File: src/sv/slbm_pkg.sv
// Package for the serially loaded bank mapper: beat types, target codes,
// configuration register indexes and reset values.
// No dependencies.
package slbm_pkg;

    // Field widths
    localparam int unsigned AddrW     = 16;
    localparam int unsigned ByteW     = 8;
    localparam int unsigned MapAddrW  = 18;
    localparam int unsigned ChrAddrW  = 17;
    localparam int unsigned BankW     = 5;
    localparam int unsigned CountW    = 3;
    localparam int unsigned CfgIndexW = 2;
    localparam int unsigned CfgDataW  = 18;

    // Access kinds: bit 0 = write, bit 1 = PPU side
    typedef enum logic [1:0] {
        KIND_CPU_READ  = 2'd0,
        KIND_CPU_WRITE = 2'd1,
        KIND_PPU_READ  = 2'd2,
        KIND_PPU_WRITE = 2'd3
    } kind_t;

    // Memory targets
    typedef enum logic [2:0] {
        TGT_NONE      = 3'd0,
        TGT_ZERO      = 3'd1,
        TGT_PRG_ROM   = 3'd2,
        TGT_PRG_RAM   = 3'd3,
        TGT_CHR       = 3'd4,
        TGT_NAMETABLE = 3'd5,
        TGT_PALETTE   = 3'd6,
        TGT_UNUSED    = 3'd7
    } target_t;

    // Configuration register indexes
    typedef enum logic [CfgIndexW-1:0] {
        CFG_PRG_ROM_MASK = 2'd0,
        CFG_CHR_MASK     = 2'd1,
        CFG_CHR_IS_RAM   = 2'd2,
        CFG_NONE         = 2'd3
    } cfg_index_t;

    // Mapper register select, bus address bits 14:13
    typedef enum logic [1:0] {
        SEL_CONTROL  = 2'd0,
        SEL_CHR_LOW  = 2'd1,
        SEL_CHR_HIGH = 2'd2,
        SEL_PRG_BANK = 2'd3
    } reg_sel_t;

    // Mirroring modes, control bits 1:0
    typedef enum logic [1:0] {
        MIR_SINGLE_LOW  = 2'd0,
        MIR_SINGLE_HIGH = 2'd1,
        MIR_VERTICAL    = 2'd2,
        MIR_HORIZONTAL  = 2'd3
    } mirror_t;

    // Reset values
    localparam logic [MapAddrW-1:0] PrgRomMaskReset = 18'h3ffff;
    localparam logic [ChrAddrW-1:0] ChrMaskReset    = 17'h01fff;
    localparam logic [BankW-1:0]    ControlReset    = 5'h0c;
    localparam logic [BankW-1:0]    ChrLowReset     = 5'h00;
    localparam logic [BankW-1:0]    ChrHighReset    = 5'h01;
    localparam logic [BankW-1:0]    PrgBankReset    = 5'h0f;
    localparam logic [BankW-1:0]    ControlForceSet = 5'h0c;
    localparam logic [CountW-1:0]   ShiftLoadCount  = 3'd5;
    localparam logic [3:0]          PrgLastBank     = 4'hf;
    localparam logic [AddrW-1:0]    PaletteBase     = 16'h3f00;

    // One input beat
    typedef struct packed {
        logic [1:0]       kind;
        logic [AddrW-1:0] bus_addr;
        logic [ByteW-1:0] write_value;
    } in_beat_t;

    // One result beat
    typedef struct packed {
        target_t             target;
        logic [MapAddrW-1:0] mapped_addr;
        logic                write_enable;
        logic [ByteW-1:0]    write_byte;
    } out_beat_t;

endpackage

File: src/sv/serial_loaded_bank_mapper.sv
// Serially loaded bank mapper: CPU/PPU access decode and bank translation.
// Holds the serial shift register and bank registers.
// Depends on slbm_pkg.
//
// Usage:
//   s_valid/s_ready/s_data carry one bus access per beat (kind, bus_addr,
//   write_value). m_valid/m_ready/m_data return one result beat per access:
//   the target memory, the translated address and the write strobe/byte.
//   cfg_we/cfg_index/cfg_wdata write the size masks and the CHR RAM flag;
//   writes take effect at the clock edge; the user must make them only while
//   idle, since the block does not enforce it.
// Path: an access passes the input register, then the result register.
// Throughput: one access per cycle when not stalled; the decode and bank
//   select sit between the two registers, and a serial write updates the bank
//   registers as it moves to the result register, so the next access sees it.
// Reset (aresetn low, synchronous): pipeline empties, bank registers take
//   their power-up values (control 0x0c, PRG bank 0x0f, CHR banks 0 and 1),
//   masks return to full PRG and 8K CHR, CHR is ROM.
// Stall: while m_ready is low the result register holds; the input register
//   still takes one more beat, then s_ready drops until the result leaves.
module serial_loaded_bank_mapper (
    input  logic                                 aclk,
    input  logic                                 aresetn,
    // access channel
    input  logic                                 s_valid,
    output logic                                 s_ready,
    input  slbm_pkg::in_beat_t                   s_data,
    // result channel
    output logic                                 m_valid,
    input  logic                                 m_ready,
    output slbm_pkg::out_beat_t                  m_data,
    // configuration write port
    input  logic                                 cfg_we,
    input  logic [slbm_pkg::CfgIndexW-1:0]       cfg_index,
    input  logic [slbm_pkg::CfgDataW-1:0]        cfg_wdata
);

    // Pipeline registers
    logic                s1_valid_reg, s1_valid_next;
    slbm_pkg::in_beat_t  s1_data_reg;
    logic                m_valid_reg, m_valid_next;
    slbm_pkg::out_beat_t m_data_reg, m_data_next;

    // Configuration
    logic [slbm_pkg::MapAddrW-1:0] prg_rom_mask_reg, prg_rom_mask_next;
    logic [slbm_pkg::ChrAddrW-1:0] chr_mask_reg, chr_mask_next;
    logic                          chr_is_ram_reg, chr_is_ram_next;

    // Mapper state
    logic [slbm_pkg::BankW-1:0]  shift_bits_reg, shift_bits_next;
    logic [slbm_pkg::CountW-1:0] shift_count_reg, shift_count_next;
    logic [slbm_pkg::BankW-1:0]  control_reg, control_next;
    logic [slbm_pkg::BankW-1:0]  chr_low_bank_reg, chr_low_bank_next;
    logic [slbm_pkg::BankW-1:0]  chr_high_bank_reg, chr_high_bank_next;
    logic [slbm_pkg::BankW-1:0]  prg_bank_reg, prg_bank_next;

    // Decode helpers
    logic                          advance;
    logic                          is_write, is_ppu;
    logic [slbm_pkg::AddrW-1:0]    addr;
    logic [slbm_pkg::ByteW-1:0]    wval;
    logic [3:0]                    rom_bank;
    logic [slbm_pkg::MapAddrW-1:0] rom_addr;
    logic [slbm_pkg::ChrAddrW-1:0] chr_addr;
    logic [10:0]                   nt_addr;
    logic [slbm_pkg::BankW-1:0]    shifted;
    logic [slbm_pkg::CountW-1:0]   count_inc;
    slbm_pkg::out_beat_t           res;

    // Handshake: stage 1 moves on when the result register is free
    assign advance = s1_valid_reg && (!m_valid_reg || m_ready);
    assign s_ready = !s1_valid_reg || advance;
    assign m_valid = m_valid_reg;
    assign m_data  = m_data_reg;

    always_comb begin
        s1_valid_next = s_ready ? s_valid : s1_valid_reg;
        if (advance) begin
            m_valid_next = 1'b1;
        end else if (m_ready) begin
            m_valid_next = 1'b0;
        end else begin
            m_valid_next = m_valid_reg;
        end
    end

    // Field aliases
    assign is_write = s1_data_reg.kind[0];
    assign is_ppu   = s1_data_reg.kind[1];
    assign addr     = s1_data_reg.bus_addr;
    assign wval     = s1_data_reg.write_value;
    assign rom_bank = prg_bank_reg[3:0];

    // PRG ROM translation: 32K mode drops the low bank bit
    always_comb begin
        if (!control_reg[3]) begin
            rom_addr = {rom_bank[3:1], addr[14:0]};
        end else if (!control_reg[2]) begin
            rom_addr = addr[14] ? {rom_bank, addr[13:0]} : {4'h0, addr[13:0]};
        end else begin
            rom_addr = addr[14] ? {slbm_pkg::PrgLastBank, addr[13:0]}
                                : {rom_bank, addr[13:0]};
        end
        rom_addr = rom_addr & prg_rom_mask_reg;
    end

    // CHR translation: 8K mode drops the low bank bit
    always_comb begin
        if (!control_reg[4]) begin
            chr_addr = {chr_low_bank_reg[4:1], addr[12:0]};
        end else if (!addr[12]) begin
            chr_addr = {chr_low_bank_reg, addr[11:0]};
        end else begin
            chr_addr = {chr_high_bank_reg, addr[11:0]};
        end
        chr_addr = chr_addr & chr_mask_reg;
    end

    // Nametable mirroring
    always_comb begin
        unique case (slbm_pkg::mirror_t'(control_reg[1:0]))
            slbm_pkg::MIR_SINGLE_LOW:  nt_addr = {1'b0, addr[9:0]};
            slbm_pkg::MIR_SINGLE_HIGH: nt_addr = {1'b1, addr[9:0]};
            slbm_pkg::MIR_VERTICAL:    nt_addr = {addr[10], addr[9:0]};
            slbm_pkg::MIR_HORIZONTAL:  nt_addr = {addr[11], addr[9:0]};
            default:                   nt_addr = {1'b0, addr[9:0]};
        endcase
    end

    // Access decode into the result beat
    always_comb begin
        res.target       = slbm_pkg::TGT_NONE;
        res.mapped_addr  = '0;
        res.write_enable = 1'b0;
        if (!is_ppu) begin
            if (addr[15:13] == 3'b011) begin
                if (!prg_bank_reg[4]) begin
                    res.target       = slbm_pkg::TGT_PRG_RAM;
                    res.mapped_addr  = {5'b0, addr[12:0]};
                    res.write_enable = is_write;
                end else if (!is_write) begin
                    res.target = slbm_pkg::TGT_ZERO;
                end
            end else if (addr[15] && !is_write) begin
                res.target      = slbm_pkg::TGT_PRG_ROM;
                res.mapped_addr = rom_addr;
            end
        end else begin
            if (addr[15:13] == 3'b000) begin
                if (!is_write || chr_is_ram_reg) begin
                    res.target       = slbm_pkg::TGT_CHR;
                    res.mapped_addr  = {1'b0, chr_addr};
                    res.write_enable = is_write;
                end
            end else if (addr < slbm_pkg::PaletteBase) begin
                res.target       = slbm_pkg::TGT_NAMETABLE;
                res.mapped_addr  = {7'b0, nt_addr};
                res.write_enable = is_write;
            end else begin
                res.target       = slbm_pkg::TGT_PALETTE;
                res.mapped_addr  = {2'b0, addr};
                res.write_enable = is_write;
            end
        end
        res.write_byte = res.write_enable ? wval : '0;
        m_data_next    = advance ? res : m_data_reg;
    end

    // Serial load of the mapper registers on CPU writes at $8000 and up
    assign shifted   = {wval[0], shift_bits_reg[4:1]};
    assign count_inc = shift_count_reg + 3'd1;

    always_comb begin
        shift_bits_next    = shift_bits_reg;
        shift_count_next   = shift_count_reg;
        control_next       = control_reg;
        chr_low_bank_next  = chr_low_bank_reg;
        chr_high_bank_next = chr_high_bank_reg;
        prg_bank_next      = prg_bank_reg;
        if (advance && !is_ppu && is_write && addr[15]) begin
            if (wval[7]) begin
                shift_count_next = '0;
                control_next     = control_reg | slbm_pkg::ControlForceSet;
            end else begin
                shift_bits_next = shifted;
                if (count_inc == slbm_pkg::ShiftLoadCount) begin
                    shift_count_next = '0;
                    unique case (slbm_pkg::reg_sel_t'(addr[14:13]))
                        slbm_pkg::SEL_CONTROL:  control_next       = shifted;
                        slbm_pkg::SEL_CHR_LOW:  chr_low_bank_next  = shifted;
                        slbm_pkg::SEL_CHR_HIGH: chr_high_bank_next = shifted;
                        slbm_pkg::SEL_PRG_BANK: prg_bank_next      = shifted;
                        default:                prg_bank_next      = shifted;
                    endcase
                end else begin
                    shift_count_next = count_inc;
                end
            end
        end
    end

    // Configuration writes; indexes past the list are ignored
    always_comb begin
        prg_rom_mask_next = prg_rom_mask_reg;
        chr_mask_next     = chr_mask_reg;
        chr_is_ram_next   = chr_is_ram_reg;
        if (cfg_we) begin
            unique case (slbm_pkg::cfg_index_t'(cfg_index))
                slbm_pkg::CFG_PRG_ROM_MASK: prg_rom_mask_next = cfg_wdata;
                slbm_pkg::CFG_CHR_MASK:
                    chr_mask_next = cfg_wdata[slbm_pkg::ChrAddrW-1:0];
                slbm_pkg::CFG_CHR_IS_RAM:   chr_is_ram_next = cfg_wdata[0];
                default: ;
            endcase
        end
    end

    // Registers
    always_ff @(posedge aclk) begin
        if (!aresetn) begin
            s1_valid_reg      <= 1'b0;
            m_valid_reg       <= 1'b0;
            prg_rom_mask_reg  <= slbm_pkg::PrgRomMaskReset;
            chr_mask_reg      <= slbm_pkg::ChrMaskReset;
            chr_is_ram_reg    <= 1'b0;
            shift_bits_reg    <= '0;
            shift_count_reg   <= '0;
            control_reg       <= slbm_pkg::ControlReset;
            chr_low_bank_reg  <= slbm_pkg::ChrLowReset;
            chr_high_bank_reg <= slbm_pkg::ChrHighReset;
            prg_bank_reg      <= slbm_pkg::PrgBankReset;
        end else begin
            s1_valid_reg      <= s1_valid_next;
            m_valid_reg       <= m_valid_next;
            prg_rom_mask_reg  <= prg_rom_mask_next;
            chr_mask_reg      <= chr_mask_next;
            chr_is_ram_reg    <= chr_is_ram_next;
            shift_bits_reg    <= shift_bits_next;
            shift_count_reg   <= shift_count_next;
            control_reg       <= control_next;
            chr_low_bank_reg  <= chr_low_bank_next;
            chr_high_bank_reg <= chr_high_bank_next;
            prg_bank_reg      <= prg_bank_next;
        end
        if (s_ready) begin
            s1_data_reg <= s_data;
        end
        m_data_reg <= m_data_next;
    end

endmodule

File: config.mk
export PLATFORM = sky130hd
export DESIGN_NAME = serial_loaded_bank_mapper
export DESIGN_NICKNAME = d
export VERILOG_FILES = /design/src/sv/slbm_pkg.sv /design/src/sv/serial_loaded_bank_mapper.sv
export SDC_FILE = /design/constraint.sdc
export NUM_CORES = 1
export LEC_CHECK = 0
export BUFFER_PORTS_ARGS = -buffer_cell sky130_fd_sc_hd__buf_2
export CELL_PAD_IN_SITES_DETAIL_PLACEMENT = 0
export CELL_PAD_IN_SITES_GLOBAL_PLACEMENT = 1
export CORE_ASPECT_RATIO = 0.5
export CORE_MARGIN = 8
export CORE_UTILIZATION = 39
export CTS_CLUSTER_DIAMETER = 120
export DETAILED_ROUTE_END_ITERATION = 10
export GPL_ROUTABILITY_DRIVEN = 0
export PLACE_DENSITY = 0.75
export SKIP_LAST_GASP = 1
export SYNTH_ARGS = -nofsm -noshare
export SYNTH_HDL_FRONTEND = slang
export SYNTH_SLANG_ARGS = --single-unit
File: constraint.sdc
create_clock -name aclk -period 2.3 [get_ports aclk]
set_input_delay 0.115 -clock aclk [delete_from_list [all_inputs] [get_ports aclk]]
set_output_delay 0.115 -clock aclk [all_outputs]
set_load 0.05 [all_outputs]
==> metrics.cfg <==
[synthesis]
synth-async-reset-ratio_pct=0
synth_fp_nets=533
syn_inst=480
yosysSeqAreaShare_pct=60.2
ys.flop_type=dfxtp_1
netlist_area_sq_um=4950
syn_avg_cell_area_sq_um=10.3
ys_ff_latch=121
ys_types=47
synth_edf_count=56
synth_warnings=0

[route]
viasPerCell=4.85
drt-total-wl_um=12900
first_pass_iters=4
antenna_left=0
vias=3867
wl_per_cell_um=16.1
dr.first_iter.drc_count=273
drc=0

[global_route]
grt_pass1_vias=3794
grt.met1_usage_pct=20.2
overflow=0
use_met3_pct=4.82
grt_pass1_wl_um=20200
grt.total_usage_pct=15.7
grt_max_degree=46
busiest_layer=met2
antenna_found_initial=0
grtUsageMet2_pct=25.1

[job]
cap_viol_max_count=0

[clocking]
clock_sinks=121
worstSkewPairLatency_ps=410
cts_buffers=17
cts.path.max_buffers=2
cts_tree=done
ctsHtreeMaxLevel=4
cts-root-buf=clkbuf_16
clkTransAtPathRegs_ps=50

[run_status]
status=finished clean

[sta]
slew_viol_final=0
setup_tns_ps=0
hold_violations=0
setup_viol=0
period_minus_slack_ps=1950
clock_skew_ps=6.36
fin_crit_sh_pct=84.8
tightest_slew_ps=785
rsz0062_at_grt=false
fin_ws_ps=349
max_freq_mhz=512
slew_headroom_pct=47.5

[power_and_ir_drop]
power_density_nw_per_um2=824
p_leak_nw=2.75
pwr-share-seq_pct=43.9
ir_drop_mv=0.566
combPwrFrac_pct=8.9
p_total_w=0.00545
swShare_pct=23.1
p_switching_w=0.00126
p_clk_share_pct=47.2
internal_power_w=0.00419

[finish]
fin_nets=668
area_delta_synth_final_pct=33.6
diodes=0
layout_commonest_cell=nand2_1
mostFrequentLayoutCells=111 x nand2_1, 82 x buf_2, 65 x dfxtp_1
largest_reg_flops=30
drive_gt1_share_pct=22.1

[floorplan]
pin_count=83
die-area_sq_um=16800
die_h_um=95.7
row_count=29
die_x_um=175
core_sq_um=12500
initial_core_util_pct=39.6

[setup_path]
crit_chain=and4bb_2, or2_2, o211ai_1, inv_1
r2r_cells=4
critPathCaptureType=flop
crit_type=flop to flop
worst_path_dominant_cell_family=simple AND/OR/NAND/NOR gates
crit_buf_inv=1
startpoint_type=flop
crit_arrival_ps=2080
required_ps=2430
reg2reg_slack_ps=350
timing.rr.start=addr[15]
crit_slowest_cell=edfxtp_1
r2r_end=m_data[8]
path_max_fanout=14
cp_slowest_stage_delay_ps=470

[min_path]
hp-start=m_ready
worstHoldPathType=primary input to flop
hold_path_end=m_valid
hold_depth=3

[placed_design]
dpl_worst_slack_ps=304
dp_hpwl_um=8370
io_buffers=82

[metal layers]
metal / part of all wire [%] / vias up
met3: 4.8 / 14
met1: 47 / 1812
met5: 0 / -
met2: 47 / 95
met4: 1.2 / 0
li1: - / 1946
[tightest hold or removal path: stages]
cell and delay, ps:
buf_2 80, or2b_2 150, a21boi_0 100
[logic make-up (layout without fill, tap and decap cells)]
family | after synthesis | in the layout | share of synthesized area (%)
AO/OA/AOI/OAI | 71 | 71 | 8.95
XOR/XNOR | 1 | 1 | 0.177
adder cells (fa/ha/maj) | 2 | 2 | 0.505
buffers and inverters | 41 | 189 | 3.34
flip-flops | 121 | 121 | 60.2
multiplexers | 23 | 23 | 4.75
AND/OR/NAND/NOR | 221 | 221 | 22.0
[area by class of cell]
type | instances | area [sq um]
inverters | 17 | 63.8
repair buffers | 140 | 971
flip-flops and latches | 121 | 2980
multi-input cells | 318 | 1820
clock buffers | 24 | 473
well taps | 170 | 213
fillers | 1106 | 5900
clock inverters | 8 | 95.1
[what timing repair did]
action | in CTS | in global routing
resized for setup | 0 | 0
hold endpoints to repair | 63 | 0
hold buffers | 45 | 0
buffers inserted | 0 | 0
[through the flow]
step | util (%) | instances | hold slack [ps] | cell area [sq um]
floorplan | - | 480 | 214 | 4950
global placement | 44.7 | 721 | 291 | 5600
detailed placement | 44.7 | 721 | 293 | 5600
CTS | 52.8 | 798 | 85.3 | 6610
global route | 52.8 | 798 | 92.0 | 6610
finish | 52.8 | 798 | 94.7 | 6610
[power by group through the flow]
stage | combinational [W] | sequential [W] | clock (W)
final | 0.000483 | 0.00239 | 0.00257
after global routing | 0.000525 | 0.00240 | 0.00271
after CTS | 0.000485 | 0.00239 | 0.00261
after detailed placement | 0.000423 | 0.00244 | 0
after global placement | 0.000420 | 0.00244 | 0
after floorplan | 0.000180 | 0.00252 | 0
[worst max-delay path by stage]
stage / from / end / cells past startpoint / slack (ps)
global placement: addr[15] / m_data[8] / 4 / 370
CTS: addr[15] / m_data[3] / 4 / 320
floorplan: m_valid / addr[0] / 2 / 110
global route: addr[15] / m_data[8] / 4 / 140
detailed placement: addr[15] / m_data[3] / 4 / 300
finish: addr[15] / m_data[8] / 4 / 350
[cell usage after synthesis, drive strengths merged (7+ instances only)]
cell type / instances / share of area [%]
a21boi: 13 / 2.0
a21oi: 30 / 3.0
clkbuf: 22 / 1.7
dfxtp: 65 / 26
edfxtp: 56 / 34
inv: 17 / 1.3
mux2i: 19 / 3.8
nand2: 111 / 8.4
nand3: 40 / 4.0
nor2: 18 / 1.4
nor2b: 13 / 1.6
nor3b: 13 / 2.0
o21ai: 7 / 0.71
(Power assumes the default switching activity.)
